<file path="src/rtl/hidkbd_pkg.sv">
// Shared types and constants for the boot-keyboard report block.
`timescale 1ns / 1ps
`default_nettype none

package hidkbd_pkg;

    localparam int KEY_SLOTS_DEF = 6;
    localparam int LAYOUT_DEPTH  = 128;
    localparam int LAYOUT_AW     = $clog2(LAYOUT_DEPTH);

    typedef enum logic [2:0] {
        FUNC_PRESS       = 3'd0,
        FUNC_RELEASE     = 3'd1,
        FUNC_PRESS_RAW   = 3'd2,
        FUNC_RELEASE_RAW = 3'd3,
        FUNC_RELEASE_ALL = 3'd4,
        FUNC_LOAD_LAYOUT = 3'd5,
        FUNC_HOST_LEDS   = 3'd6
    } func_t;

    // key codes
    localparam logic [7:0] KEY_CODE_BASE = 8'h88;
    localparam logic [7:0] KEY_MOD_BASE  = 8'h80;

    // HID usages
    localparam logic [7:0] USAGE_MOD_FIRST = 8'hE0;
    localparam logic [7:0] USAGE_MOD_END   = 8'hE8;
    localparam logic [7:0] USAGE_KEY_END   = 8'hA5;
    localparam logic [7:0] USAGE_NONUS     = 8'h32;
    localparam logic [7:0] USAGE_ISO       = 8'h64;

    // modifier byte masks
    localparam logic [7:0] MOD_SHIFT = 8'h02;
    localparam logic [7:0] MOD_ALTGR = 8'h40;

    // layout entry flag bits
    localparam int ENTRY_SHIFT_BIT = 7;
    localparam int ENTRY_ALTGR_BIT = 6;

    localparam int LED_CAPS_BIT = 1;

endpackage

`default_nettype wire

</file>
<file path="src/rtl/hid_boot_keyboard_report.sv">
// Boot-keyboard report keeper: report state, layout table and caps-lock flag.
// Pipeline: input register with layout read, then result register.
// Throughput: one transaction per cycle while out_stall is low; the layout RAM read port is used by every item.
// Reset: clears modifier byte, key slots, caps flag and the pipeline valids;
// the layout table is not cleared and holds no meaning until loaded.
`timescale 1ns / 1ps
`default_nettype none

module hid_boot_keyboard_report
    import hidkbd_pkg::*;
#(
    parameter int KEY_SLOTS = KEY_SLOTS_DEF
) (
    input  wire logic       clk,
    input  wire logic       rst_n,
    input  wire logic       in_valid,
    output logic            in_stall,
    input  wire logic [2:0] func,
    input  wire logic [7:0] key_code,
    input  wire logic [6:0] layout_index,
    input  wire logic [7:0] layout_entry,
    input  wire logic [7:0] led_byte,
    input  wire logic       led_present,
    output logic            out_valid,
    input  wire logic       out_stall,
    output logic            accepted,
    output logic            report_sent,
    output logic [7:0]      modifier_bits,
    output logic [7:0]      slot0,
    output logic [7:0]      slot1,
    output logic [7:0]      slot2,
    output logic [7:0]      slot3,
    output logic [7:0]      slot4,
    output logic [7:0]      slot5,
    output logic            caps_lock
);

    logic       s1_valid_reg;
    func_t      s1_func_reg;
    logic [7:0] s1_key_reg;
    logic       s1_present_reg;
    logic       s1_caps_reg;

    logic       out_valid_reg;
    logic       accepted_reg;
    logic       sent_reg;

    logic [7:0] modifier_reg;
    logic [7:0] modifier_next;
    logic [7:0] slots_reg  [KEY_SLOTS];
    logic [7:0] slots_next [KEY_SLOTS];
    logic       caps_reg;
    logic       caps_next;
    logic       accepted_next;
    logic       sent_next;

    logic       in_accept;
    logic       advance;
    logic [7:0] layout_rdata;
    logic [7:0] slot_view [6];

    // combinational working values
    logic       pressing;
    logic       do_press;
    logic       do_release;
    logic [7:0] usage;
    logic [7:0] entry;
    logic       held;
    logic       found;

    assign advance   = s1_valid_reg && (!out_valid_reg || !out_stall);
    assign in_stall  = s1_valid_reg && !advance;
    assign in_accept = in_valid && !in_stall;

    hidkbd_ram #(
        .WIDTH (8),
        .DEPTH (LAYOUT_DEPTH)
    ) u_layout (
        .clk     (clk),
        .wr_en   (in_accept && (func == FUNC_LOAD_LAYOUT)),
        .wr_addr (layout_index[LAYOUT_AW-1:0]),
        .wr_data (layout_entry),
        .rd_en   (in_accept),
        .rd_addr (key_code[LAYOUT_AW-1:0]),
        .rd_data (layout_rdata)
    );

    always_comb
    begin
        modifier_next = modifier_reg;
        slots_next    = slots_reg;
        caps_next     = caps_reg;
        accepted_next = 1'b0;
        sent_next     = 1'b0;
        pressing      = (s1_func_reg == FUNC_PRESS);
        do_press      = 1'b0;
        do_release    = 1'b0;
        usage         = s1_key_reg;
        entry         = layout_rdata;
        held          = 1'b0;
        found         = 1'b0;

        unique case (s1_func_reg)
            FUNC_PRESS, FUNC_RELEASE:
            begin
                if (s1_key_reg >= KEY_CODE_BASE)
                begin
                    usage      = s1_key_reg - KEY_CODE_BASE;
                    do_press   = pressing;
                    do_release = !pressing;
                end
                else if (s1_key_reg >= KEY_MOD_BASE)
                begin
                    if (pressing)
                        modifier_next = modifier_next | (8'h01 << s1_key_reg[2:0]);
                    else
                        modifier_next = modifier_next & ~(8'h01 << s1_key_reg[2:0]);
                    usage      = '0;
                    do_press   = pressing;
                    do_release = !pressing;
                end
                else if (entry != 8'h00)
                begin
                    // apply shift and AltGr from the layout, then ISO substitution
                    if (entry[ENTRY_SHIFT_BIT])
                        modifier_next = pressing ? (modifier_next | MOD_SHIFT)
                                                 : (modifier_next & ~MOD_SHIFT);
                    if (entry[ENTRY_ALTGR_BIT])
                        modifier_next = pressing ? (modifier_next | MOD_ALTGR)
                                                 : (modifier_next & ~MOD_ALTGR);
                    usage = {2'b00, entry[5:0]};
                    if (usage == USAGE_NONUS)
                        usage = USAGE_ISO;
                    do_press   = pressing;
                    do_release = !pressing;
                end
            end
            FUNC_PRESS_RAW:   do_press = 1'b1;
            FUNC_RELEASE_RAW: do_release = 1'b1;
            FUNC_RELEASE_ALL:
            begin
                modifier_next = '0;
                for (int s = 0; s < KEY_SLOTS; s++)
                    slots_next[s] = '0;
                accepted_next = 1'b1;
                sent_next     = 1'b1;
            end
            FUNC_LOAD_LAYOUT: accepted_next = 1'b1;
            FUNC_HOST_LEDS:
            begin
                if (s1_present_reg)
                    caps_next = s1_caps_reg;
                accepted_next = 1'b1;
            end
            default: ;
        endcase

        if (do_press)
        begin
            if (usage >= USAGE_MOD_FIRST && usage < USAGE_MOD_END)
            begin
                modifier_next = modifier_next | (8'h01 << usage[2:0]);
                accepted_next = 1'b1;
            end
            else if (usage != 8'h00 && usage < USAGE_KEY_END)
            begin
                for (int s = 0; s < KEY_SLOTS; s++)
                    if (slots_reg[s] == usage)
                        held = 1'b1;
                // fill the lowest free slot unless already held
                for (int s = 0; s < KEY_SLOTS; s++)
                begin
                    if (!found && slots_reg[s] == 8'h00)
                    begin
                        found = 1'b1;
                        if (!held)
                            slots_next[s] = usage;
                    end
                end
                accepted_next = held || found;
            end
            else
            begin
                accepted_next = (modifier_next != 8'h00);
            end
            sent_next = accepted_next;
        end

        if (do_release)
        begin
            if (usage >= USAGE_MOD_FIRST && usage < USAGE_MOD_END)
                modifier_next = modifier_next & ~(8'h01 << usage[2:0]);
            else if (usage != 8'h00 && usage < USAGE_KEY_END)
                for (int s = 0; s < KEY_SLOTS; s++)
                    if (slots_reg[s] == usage)
                        slots_next[s] = '0;
            accepted_next = 1'b1;
            sent_next     = 1'b1;
        end
    end

    always_ff @(posedge clk or negedge rst_n)
    begin
        if (!rst_n)
        begin
            s1_valid_reg  <= 1'b0;
            out_valid_reg <= 1'b0;
            modifier_reg  <= '0;
            caps_reg      <= 1'b0;
            for (int s = 0; s < KEY_SLOTS; s++)
                slots_reg[s] <= '0;
        end
        else
        begin
            if (in_accept)
                s1_valid_reg <= 1'b1;
            else if (advance)
                s1_valid_reg <= 1'b0;

            if (advance)
            begin
                out_valid_reg <= 1'b1;
                modifier_reg  <= modifier_next;
                slots_reg     <= slots_next;
                caps_reg      <= caps_next;
            end
            else if (!out_stall)
            begin
                out_valid_reg <= 1'b0;
            end
        end
    end

    // payload registers, no reset
    always_ff @(posedge clk)
    begin
        if (in_accept)
        begin
            s1_func_reg    <= func_t'(func);
            s1_key_reg     <= key_code;
            s1_present_reg <= led_present;
            s1_caps_reg    <= led_byte[LED_CAPS_BIT];
        end
        if (advance)
        begin
            accepted_reg <= accepted_next;
            sent_reg     <= sent_next;
        end
    end

    // report state only changes on advance, so it matches the held result
    for (genvar j = 0; j < 6; j++)
    begin : g_view
        if (j < KEY_SLOTS)
        begin : g_on
            assign slot_view[j] = slots_reg[j];
        end
        else
        begin : g_off
            assign slot_view[j] = '0;
        end
    end

    assign out_valid     = out_valid_reg;
    assign accepted      = accepted_reg;
    assign report_sent   = sent_reg;
    assign modifier_bits = modifier_reg;
    assign slot0         = slot_view[0];
    assign slot1         = slot_view[1];
    assign slot2         = slot_view[2];
    assign slot3         = slot_view[3];
    assign slot4         = slot_view[4];
    assign slot5         = slot_view[5];
    assign caps_lock     = caps_reg;

`ifndef ASSERT_OFF
    a_stall_needs_item: assert property (@(posedge clk) disable iff (!rst_n)
        !s1_valid_reg |-> !in_stall)
        else $error("input stalled with empty input register");

    a_sent_implies_accepted: assert property (@(posedge clk) disable iff (!rst_n)
        out_valid |-> (!report_sent || accepted))
        else $error("report sent for a rejected transaction");

    a_release_all_clears: assert property (@(posedge clk) disable iff (!rst_n)
        (advance && s1_func_reg == FUNC_RELEASE_ALL)
            |=> (modifier_bits == 8'h00 && slot0 == 8'h00 && report_sent))
        else $error("release all left report contents");

    a_load_no_report: assert property (@(posedge clk) disable iff (!rst_n)
        (advance && s1_func_reg == FUNC_LOAD_LAYOUT)
            |=> (accepted && !report_sent && $stable(modifier_bits)))
        else $error("layout load disturbed the report");
`endif

endmodule

`default_nettype wire

</file>
<file path="src/rtl/hidkbd_ram.sv">
// Generic single-write, single-read RAM with registered read data.
`timescale 1ns / 1ps
`default_nettype none

module hidkbd_ram #(
    parameter int WIDTH = 8,
    parameter int DEPTH = 128
) (
    input  wire logic                     clk,
    input  wire logic                     wr_en,
    input  wire logic [$clog2(DEPTH)-1:0] wr_addr,
    input  wire logic [WIDTH-1:0]         wr_data,
    input  wire logic                     rd_en,
    input  wire logic [$clog2(DEPTH)-1:0] rd_addr,
    output logic      [WIDTH-1:0]         rd_data
);

    logic [WIDTH-1:0] mem [DEPTH];

    always_ff @(posedge clk)
    begin
        if (wr_en)
        begin
            mem[wr_addr] <= wr_data;
        end
        if (rd_en)
        begin
            rd_data <= mem[rd_addr];
        end
    end

endmodule

`default_nettype wire
</file>
<file path="config.mk">
export PLATFORM = sky130hd
export DESIGN_NAME = hid_boot_keyboard_report
export DESIGN_NICKNAME = d
export VERILOG_FILES = /design/src/rtl/hidkbd_pkg.sv /design/src/rtl/hid_boot_keyboard_report.sv /design/src/rtl/hidkbd_ram.sv
export SDC_FILE = /design/constraint.sdc
export NUM_CORES = 1
export LEC_CHECK = 0
export BUFFER_PORTS_ARGS = -buffer_cell sky130_fd_sc_hd__buf_2
export CAP_MARGIN = 15
export CORE_MARGIN = 1
export CORE_UTILIZATION = 36
export CTS_CLUSTER_SIZE = 20
export DETAILED_ROUTE_END_ITERATION = 12
export MAX_ROUTING_LAYER = met4
export PLACE_DENSITY_LB_ADDON = 0.12
export SLEW_MARGIN = 20
export SYNTH_ARGS = -nofsm -noshare
export SYNTH_HDL_FRONTEND = slang
export SYNTH_HIERARCHICAL = 1
export SYNTH_SLANG_ARGS = --single-unit
</file>
<file path="constraint.sdc">
create_clock -name clk -period 4.1 [get_ports clk]
set_clock_uncertainty 0.1 [all_clocks]
set_input_delay 0.82 -clock clk [delete_from_list [all_inputs] [get_ports clk]]
set_output_delay 0.82 -clock clk [all_outputs]
set_load 0.03 [all_outputs]
</file>
**Word level (Yosys, flattened, before mapping)**

Memory sizes are Yosys's and may differ from the RTL's. A register that Yosys moved wholly into a read port is not among the register bits.
Cells that the tools add are included.

- Register bits after elaboration: 74
- Output and inout bits: 61
- RAM bits: 1,024
- Memories kept: 1
- Logic and storage cells: 179

Memory list:

| memory | words | bits a word | read ports | clocked after Yosys merged registers in | wr ports | line | RTL |
|---|---|---|---|---|---|---|---|
| u_layout.mem | 128 | 8 | 1 | 1 | 1 | hidkbd_ram.sv:18 | `logic [WIDTH-1:0] mem [DEPTH];` |

- Reductions and logical operators: 37
- Shift-type cells: 2
- Order comparisons: 5
- $add $sub $neg: 1
- Muxes and demuxes: 96
- Equality and inequality tests: 15
- Bitwise operators: 6

Operators by type and width:

| operator | number |
|---|---|
| $mux 48 | 7 |
| $mux 8 | 29 |
| $mux 1 | 51 |
| $eq 8x8->1 | 6 |
| $logic_not 8->1 | 6 |
| $mux 7 | 4 |
| $ge 8x8->1 const B | 3 |
| $reduce_bool 8->1 | 3 |
| $and 8x8->8 | 2 |
| $lt 8x8->1 const B | 2 |
| $not 8->8 | 2 |
| $or 8x8->8 | 2 |
| $pmux 8 s2 | 1 |
| $shl 1x3->8 const A | 2 |
| $eq 3x3->1 const B | 4 |
| $logic_and 1x1->1 | 11 |
| $logic_not 1->1 | 10 |
| $sub 8x8->8 const B | 1 |
| $eq 3x2->1 const B | 2 |
| $eq 6x6->1 const B | 1 |
| $mux 2 | 2 |
| $pmux 1 s2 | 2 |
| $eq 3x1->1 const B | 1 |
| $logic_not 3->1 | 1 |
| 6 further kinds | 7 |

**Logic depth before layout (Yosys ltp)**

Gate-level depths: netlist (run 1).

- Word-level depth: 45
- Gate-level depth with buffers: 14
- Mapped depth without buffers: 11

**Cells and area by module**

Netlist (run 1), hierarchy kept.

Modules (own cells, without submodules):

| module | area each (um^2) | cells an instance | instances | seq. area each (um^2) |
|---|---|---|---|---|
| hidkbd_ram | 39,745.6 | 1,635 | 1 | 30,989.7 |
| hid_boot_keyboard_report | 4,570.6 | 452 | 1 | 1,926.8 |

**Worst setup path after synthesis (run 1)**

No wires, ideal clock.

- Path type: reg2reg
- Start point: reg s1_key_reg[3]
- End point: reg slots_reg, in the netlist slot0[0]
- Data arrival time: 3,555 ps
- Slack: 377 ps
- Cell stages (with the launch flop): 13
- Clock period less this slack: 3,723 ps
- Cells stage by stage: edfxtp_1 buf_2 or4_1 clkbuf_1 o21a_1 a221oi_2 xor2_1 o2111ai_1 nor4_1 or4_4 nor4_4 buf_2 a32o_1

- Longest elaborated chain between the ends: 23
- Elaborated cells on any way between the ends: 43
- Those cells by class: 1 x add/sub; 5 x order compare; 6 x eq/ne; 28 x mux; 3 x reduce/logical

RTL lines:

| what | line | RTL |
|---|---|---|
| start, declared | hid_boot_keyboard_report.sv:40 | `logic [7:0] s1_key_reg;` |
| start signal, assigned | hid_boot_keyboard_report.sv:240 | `s1_key_reg <= key_code;` |
| $ge 8x8->1 / $mux 8 (equally long branches) | hid_boot_keyboard_report.sv:112, hid_boot_keyboard_report.sv:122 |  |
| $mux 8 | hid_boot_keyboard_report.sv:112 | `else if (s1_key_reg >= KEY_MOD_BASE)` |
| $mux 8 | hid_boot_keyboard_report.sv:106 | `if (s1_key_reg >= KEY_CODE_BASE)` |
| $mux 8 | hid_boot_keyboard_report.sv:103 | `unique case (s1_func_reg)` |
| $eq 8x8->1 | hid_boot_keyboard_report.sv:168, hid_boot_keyboard_report.sv:195 |  |
| $mux 1 (6 in series) | hid_boot_keyboard_report.sv:168 | `if (slots_reg[s] == usage)` |
| $mux 1 | hid_boot_keyboard_report.sv:165 | `else if (usage != 8'h00 && usage < USAGE_KEY_END)` |
| $mux 1 | hid_boot_keyboard_report.sv:160 | `if (usage >= USAGE_MOD_FIRST && usage < USAGE_MOD_END)` |
| [... 2 more ...] | - |  |
| $mux 8 | hid_boot_keyboard_report.sv:173 | `if (!found && slots_reg[s] == 8'h00)` |
| $mux 48 | hid_boot_keyboard_report.sv:165 |  |
| $mux 48 | hid_boot_keyboard_report.sv:160 |  |
| $mux 48 | hid_boot_keyboard_report.sv:158 | `if (do_press)` |
| $mux 8 | hid_boot_keyboard_report.sv:195 | `if (slots_reg[s] == usage)` |
| $mux 48 | hid_boot_keyboard_report.sv:193 | `else if (usage != 8'h00 && usage < USAGE_KEY_END)` |
| $mux 48 | hid_boot_keyboard_report.sv:191 | `if (usage >= USAGE_MOD_FIRST && usage < USAGE_MOD_END)` |
| $mux 48 * | hid_boot_keyboard_report.sv:189 | `if (do_release)` |
| end signal, assigned | hid_boot_keyboard_report.sv:224 | `slots_reg <= slots_next;` |
| end, declared | hid_boot_keyboard_report.sv:50 | `logic [7:0] slots_reg [KEY_SLOTS];` |

Every way passes the cells marked *; elsewhere a longest branch is shown, timed or not. The select of a mux whose other input is x is not followed.
A chain may end at the register's enable or synchronous reset.

**Worst setup path in the final report (run 1)**

- Start point: reg s1_key_reg[3]
- End point: reg sent_reg, in the netlist report_sent (data pin)

- Longest elaborated chain between the ends: 18
- Elaborated cells on any way between the ends: 42
- Those cells by class: 1 x add/sub; 5 x order compare; 6 x eq/ne; 25 x mux; 5 x reduce/logical

RTL lines:

| what | line | RTL |
|---|---|---|
| $ge 8x8->1 / $mux 8 (equally long branches) | hid_boot_keyboard_report.sv:112, hid_boot_keyboard_report.sv:122 |  |
| $mux 8 | hid_boot_keyboard_report.sv:112 |  |
| $mux 8 | hid_boot_keyboard_report.sv:106 |  |
| $mux 8 | hid_boot_keyboard_report.sv:103 |  |
| $eq 8x8->1 | hid_boot_keyboard_report.sv:168 |  |
| $mux 1 (6 in series) | hid_boot_keyboard_report.sv:168 |  |
| $mux 1 | hid_boot_keyboard_report.sv:165 |  |
| $mux 1 | hid_boot_keyboard_report.sv:160 |  |
| $mux 1 | hid_boot_keyboard_report.sv:158 |  |
| $logic_or 1x1->1 | hid_boot_keyboard_report.sv:180 | `accepted_next = held \|\| found;` |
| $mux 1 | hid_boot_keyboard_report.sv:165 |  |
| $mux 1 | hid_boot_keyboard_report.sv:160 |  |
| $mux 1 | hid_boot_keyboard_report.sv:158 |  |
| end signal, assigned | hid_boot_keyboard_report.sv:247 | `sent_reg <= sent_next;` |
| end, declared | hid_boot_keyboard_report.sv:46 | `logic sent_reg;` |

Parallel ways exist; a longest one is shown, timed or not. The select of a mux whose other input is x is not followed.

==> flow_metrics.tcl, run 1 <==
set metrics [dict create \
    netlist_top_cells_area "edfxtp_1 71%, mux4_2 17%, dfrtp_1 3.3%, nor2_1 1.2%, a32o_1 0.95%" \
    num_io_pins 100 \
    std_cell_rows 128 \
    synth_cell_types 64 \
    routedWlPerCell_um 26.75 \
    setup_viol_count_final 0 \
    crit_fanout 7 \
    hold_class "in2async" \
    netlist.area_leader.share_pct 70.94 \
    cts_root_buf "clkbuf_16" \
    antenna_found_initial 8 \
    cts-buffers-inserted 119 \
    final_cell_mix "1047 x edfxtp_1, 336 x mux4_2, 216 x buf_4" \
    clk-insertion-delay-late_ps 720 \
    final_common_cell "edfxtp_1" \
    track_usage_pct 18.45 \
    synth-seq-cells 1106 \
    synth_area_per_cell_um2 21.23 \
    first_global_vias 22510 \
    critPathLaunchType "flop" \
    ir_drop_mv 0.3955 \
    rsz0062_at_grt "no" \
    overflow 0 \
    core-area_um2 121900 \
    finalNetCount 2453 \
    syn-num-nets 2128 \
    htreeDepth 3 \
    syn-cell-area_um2 44320 \
    hold_viol 0 \
    slew_viol_final 0 \
    clock_path_buffers 3 \
    end_kind "flop" \
    ant_nets 0 \
    design.die.area_um2 124500 \
    syn_to_final_growth_pct 18.17 \
    required_ps 4430 \
    drt-total-wl_mm 110.7 \
    hpwl_mm 71.63 \
    final.period_utilization_pct 94.59 \
    drt_iter0_markers 1754 \
    fmax_ghz 0.2578 \
    grt_start_max_net_pins 85 \
    status "completed" \
    finalCriticalPeriod_ps 3878 \
    powerDensity_nw_per_um2 500.4 \
    tns_ps 0 \
    gp_congestion 0.8270 \
    yosysSeqAreaShare_pct 74.28 \
    tritoncts "built" \
    clk_pin_slew_ps 60 \
    cts_sinks 1106 \
    drive_above_1_share_pct 34.93 \
    leakage_nw 17.01 \
    synthFlopType "edfxtp_1" \
    io_buffers 92 \
    synth_warnings 6 \
    top_register "u_layout/mem" \
    cap_viol_max_count 0 \
    ctsHoldBuffers 0 \
    num_vias 21900 \
    die_h_um 352.9 \
    start_util_pct 36.36 \
    fin_ws_ps 221.7 \
    pre_cts_ws_ps 136.0 \
    worstSetupPathType "reg2reg" \
    route.detailed.drc 0 \
    die_x_um 352.9 \
    netlist_instances 2087 \
    largest_reg_flops 1024 \
    arrival_ps 4200 \
    max-slew-margin-rel_pct 29.41 \
    synth_edf_count 1047 \
    grt_pass1_wl_mm 161.5 \
    r2r_slack_ps 220 \
    yosysTopAreaCell "edfxtp_1" \
    vias_per_cell 5.291 \
    ys_async_sr_fraction_pct 5.335 \
    tightestPinTransition_ps 1059 \
    dr.pass1.iters 5 \
]
[through the flow]
step	util (%)	instance area (µm²)	hold slack [ps]	power (mW)	std cells
floorplan	-	44320	355.3	14.58	2087
global placement	39.64	48320	367.5	15.56	3911
detailed placement	39.64	48320	379.3	15.61	3911
CTS	42.93	52320	92.21	26.53	4131
global route	42.97	52370	152.3	27.12	4138
finish	42.97	52370	116.6	26.21	4139
[path summary, 6_finish.rpt]
kind	start	endpoint	cells after the start
setup / recovery	s1_key_reg[3]$_DFFE_PP_	report_sent$_SDFFCE_PP1P_	11
hold / removal	rst_n	slot0[0]$_DFFE_PN0P_	1
setup reg to reg	s1_key_reg[3]$_DFFE_PP_	report_sent$_SDFFCE_PP1P_	11
hold reg to reg	s1_caps_reg$_DFFE_PP_	caps_lock$_DFFE_PN0P_	1
max in group asynchronous	rst_n	slot5[5]$_DFFE_PN0P_	2
min in group clk	key_code[7]	s1_key_reg[7]$_DFFE_PP_	1
[metal layers]
layer | vias to the layer above | part of all wire (%) | global-route usage [%]
met5 | - | 0 | -
met4 | 0 | 1.7 | 3.678
met3 | 119 | 4.6 | 2.698
met2 | 520 | 48 | 28.59
met1 | 11790 | 45 | 26.08
li1 | 9475 | - | -
[synth_stat cells, drive strengths merged, types with 4 or more instances]
cell and count:
edfxtp 1047, mux4 336, nor2 145, clkbuf 62
dfrtp 59, buf 56, nand2 55, a32o 42
nand3 27, a21oi 25, xnor2 24, mux2 23
nor4 23, xor2 19, nor3 15, o21ai 15
nor2b 12, inv 9, nand4 9, a22o 6
nor4b 6, o2111ai 6, or4 6, and3 5
nand2b 4, or2 4
[worst max-delay path, stage by stage, from the launching register on]
cell and delay [ps]:
edfxtp_1 490, or4_1 700, o21a_1 270, a221oi_2 270, buf_4 220, xor2_1 80
o2111ai_1 100, nor4_1 100, or4_4 590, o41ai_1 440, buf_4 180, nand2_1 50
[repair_timing]
action                     in CTS  in global routing
resized for setup               0                  1
setup buffers                   0                  5
setup endpoints to repair       0                 50
[power breakdown]
part           switching [mW]  internal [mW]  leakage (nW)  total, mW
combinational            1.58          0.990          4.84       2.57
clock                    4.45           6.40          1.95       10.8
sequential              0.242           12.5          10.2       12.8
total                    6.27           19.9          17.0       26.2
[kinds of logic (layout without fill, tap and decap cells)]
| logic type | after synthesis | in the layout | share of synthesized area, % |
|---|---|---|---|
| mux | 362 | 362 | 17.73 |
| other cells | 0 | 3 | 0 |
| flops | 1106 | 1106 | 74.28 |
| compound gates | 119 | 119 | 2.126 |
| buf+inv | 127 | 551 | 1.270 |
| simple gates | 328 | 328 | 3.693 |
| fa+ha+maj | 2 | 2 | 0.05646 |
| xor+xnor | 43 | 43 | 0.8498 |
[final cells by class]
cell class | count | area (µm²)
clock buffers | 135 | 3038
fillers | 10540 | 69510
multi-input cells | 854 | 10850
repair buffers | 322 | 2532
flip-flops and latches | 1106 | 32920
well taps | 1625 | 2033
diodes | 3 | 7.507
inverters | 9 | 33.78
clock inverters | 85 | 963.4
No activity file was read; power rests on OpenSTA's default activity.
==> run 2, diff against run 1 <==
CORE_UTILIZATION = 40   (was 36)
==> flow_metrics.tcl, run 2 (same netlist as run 1, synthesis figures left out) <==
set metrics [dict create \
    top_register "u_layout/mem" \
    gp_congestion 0.8503 \
    track_usage_pct 20.27 \
    fmax_ghz 0.2585 \
    rsz0062_at_grt "no" \
    std_cell_rows 121 \
    use_met2_pct 31.91 \
    antenna_found_initial 11 \
    r2r_start "s1_key_reg[3]$_DFFE_PP_" \
    grt_pass1_wl_mm 159.3 \
    num_vias 22170 \
    place_inst 3782 \
    die_x_um 334.9 \
    route.detailed.drc 0 \
    required_ps 4640 \
    core-area_um2 109300 \
    postCtsSetupRepairBufs 0 \
    clk-insertion-delay-late_ps 710 \
    ctsHoldBuffers 0 \
    tritoncts "built" \
    vias_per_cell 5.549 \
    clock_path_buffers 3 \
    drive_above_1_share_pct 34.05 \
    r2r_end "slot5[1]$_DFFE_PN0P_" \
    endpoint "slot5[1]$_DFFE_PN0P_" \
    r2r_slack_ps 230 \
    fin_ws_ps 230.8 \
    post-route-util_pct 47.42 \
    finalCriticalPeriod_ps 3869 \
    cts-buffers-inserted 114 \
    fill_cells 9097 \
    final_cell_mix "1047 x edfxtp_1, 336 x mux4_2, 227 x buf_4" \
    crit_path_max_incr_delay_ps 710 \
    cp.depth 11 \
    busiest_layer "met2" \
    crit_family "simple AND/OR/NAND/NOR gates" \
    grt_start_max_net_pins 129 \
    arrival_ps 4410 \
    setup_viol_count_final 0 \
    rr_worst_depth 11 \
    crit_fanout 41 \
    critPathLaunchType "flop" \
    design.die.area_um2 112100 \
    htreeDepth 3 \
    worstSetupPathType "reg2reg" \
    end_kind "flop" \
    ant_nets 0 \
    leakage_nw 16.84 \
    drt-total-wl_mm 109.0 \
    cp_cell_sequence "or4_1, o21a_1, a221oi_2, buf_4, xor2_1, o2111ai_1, nor4_1, or4_4, nor4_4, buf_12, a32o_1" \
    slew_viol_final 0 \
    io_buffers 92 \
    num_io_pins 100 \
    overflow 0 \
    cts_resized 0 \
    fin_cells 3995 \
    met3_usage_pct 3.163 \
    first_global_vias 22850 \
    start_util_pct 40.54 \
    crit_buf_inv 2 \
    hold_viol 0 \
    powerDensity_nw_per_um2 485.2 \
    dr.pass1.iters 5 \
    grtUsageMet1_pct 27.84 \
    largest_reg_flops 1024 \
    cts_sinks 1106 \
    status "completed" \
    startpoint "s1_key_reg[3]$_DFFE_PP_" \
    tightestPinTransition_ps 1016 \
    max-slew-margin-rel_pct 32.26 \
    drt_iter0_markers 1965 \
    cp_slowest_cell "or4_1" \
    cap_viol_max_count 0 \
    final.period_utilization_pct 94.37 \
    tns_ps 0 \
    clk_pin_slew_ps 60 \
    final_common_cell "edfxtp_1" \
    hpwl_mm 70.64 \
    hold_class "in2async" \
    stdcell_area_um2 51840 \
    routedWlPerCell_um 27.29 \
    cts_root_buf "clkbuf_16" \
    place_area_um2 48320 \
    pre_cts_ws_ps 207.9 \
    die_h_um 334.9 \
    finalNetCount 2463 \
    ir_drop_mv 0.3569 \
    syn_to_final_growth_pct 16.97 \
]
run 2: final cells by class:
type | count | area [µm²] | area share [%]
diodes | 5 | 12.51 | 0.02414
clock buffers | 152 | 3035 | 5.856
clock inverters | 56 | 467.9 | 0.9027
inverters | 9 | 33.78 | 0.06517
multi-input cells | 854 | 10840 | 20.91
flip-flops and latches | 1106 | 32920 | 63.50
well taps | 1476 | 1847 | 3.563
repair buffers | 337 | 2686 | 5.182
run 2: routing by layer:
layer	wire length (µm)	part of all wire (%)	vias up
li1	-	-	9490
met1	48090	44	11940
met2	53160	49	600
met3	5712	5.2	136
met4	2059	1.9	0
met5	0	0	-
run 2: worst min-delay path by stage:
stage | from | to | slack, ps | cells past startpoint
after global routing | led_present | s1_present_reg$_DFFE_PP_ | 160 | 1
final | rst_n | slot0[5]$_DFFE_PN0P_ | 170 | 1
after global placement | s1_caps_reg$_DFFE_PP_ | caps_lock$_DFFE_PN0P_ | 360 | 1
after CTS | rst_n | slot0[5]$_DFFE_PN0P_ | 150 | 1
after detailed placement | s1_caps_reg$_DFFE_PP_ | caps_lock$_DFFE_PN0P_ | 380 | 1
after floorplan | s1_caps_reg$_DFFE_PP_ | caps_lock$_DFFE_PN0P_ | 360 | 1
run 2: stage by stage:
stage          power, mW  hold WS [ps]
3_3_place_gp       15.58         364.1
5_1_grt            26.01         155.6
2_1_floorplan      14.58         355.3
3_5_place_dp       15.64         378.5
4_1_cts            25.42         145.8
6_report           25.15         173.5
run 2: power by group:
part	leakage [nW]	switching, mW	internal, mW
sequential	10.2	0.243	12.5
clock	1.69	4.26	5.51
combinational	4.93	1.60	0.998
total	16.8	6.10	19.1
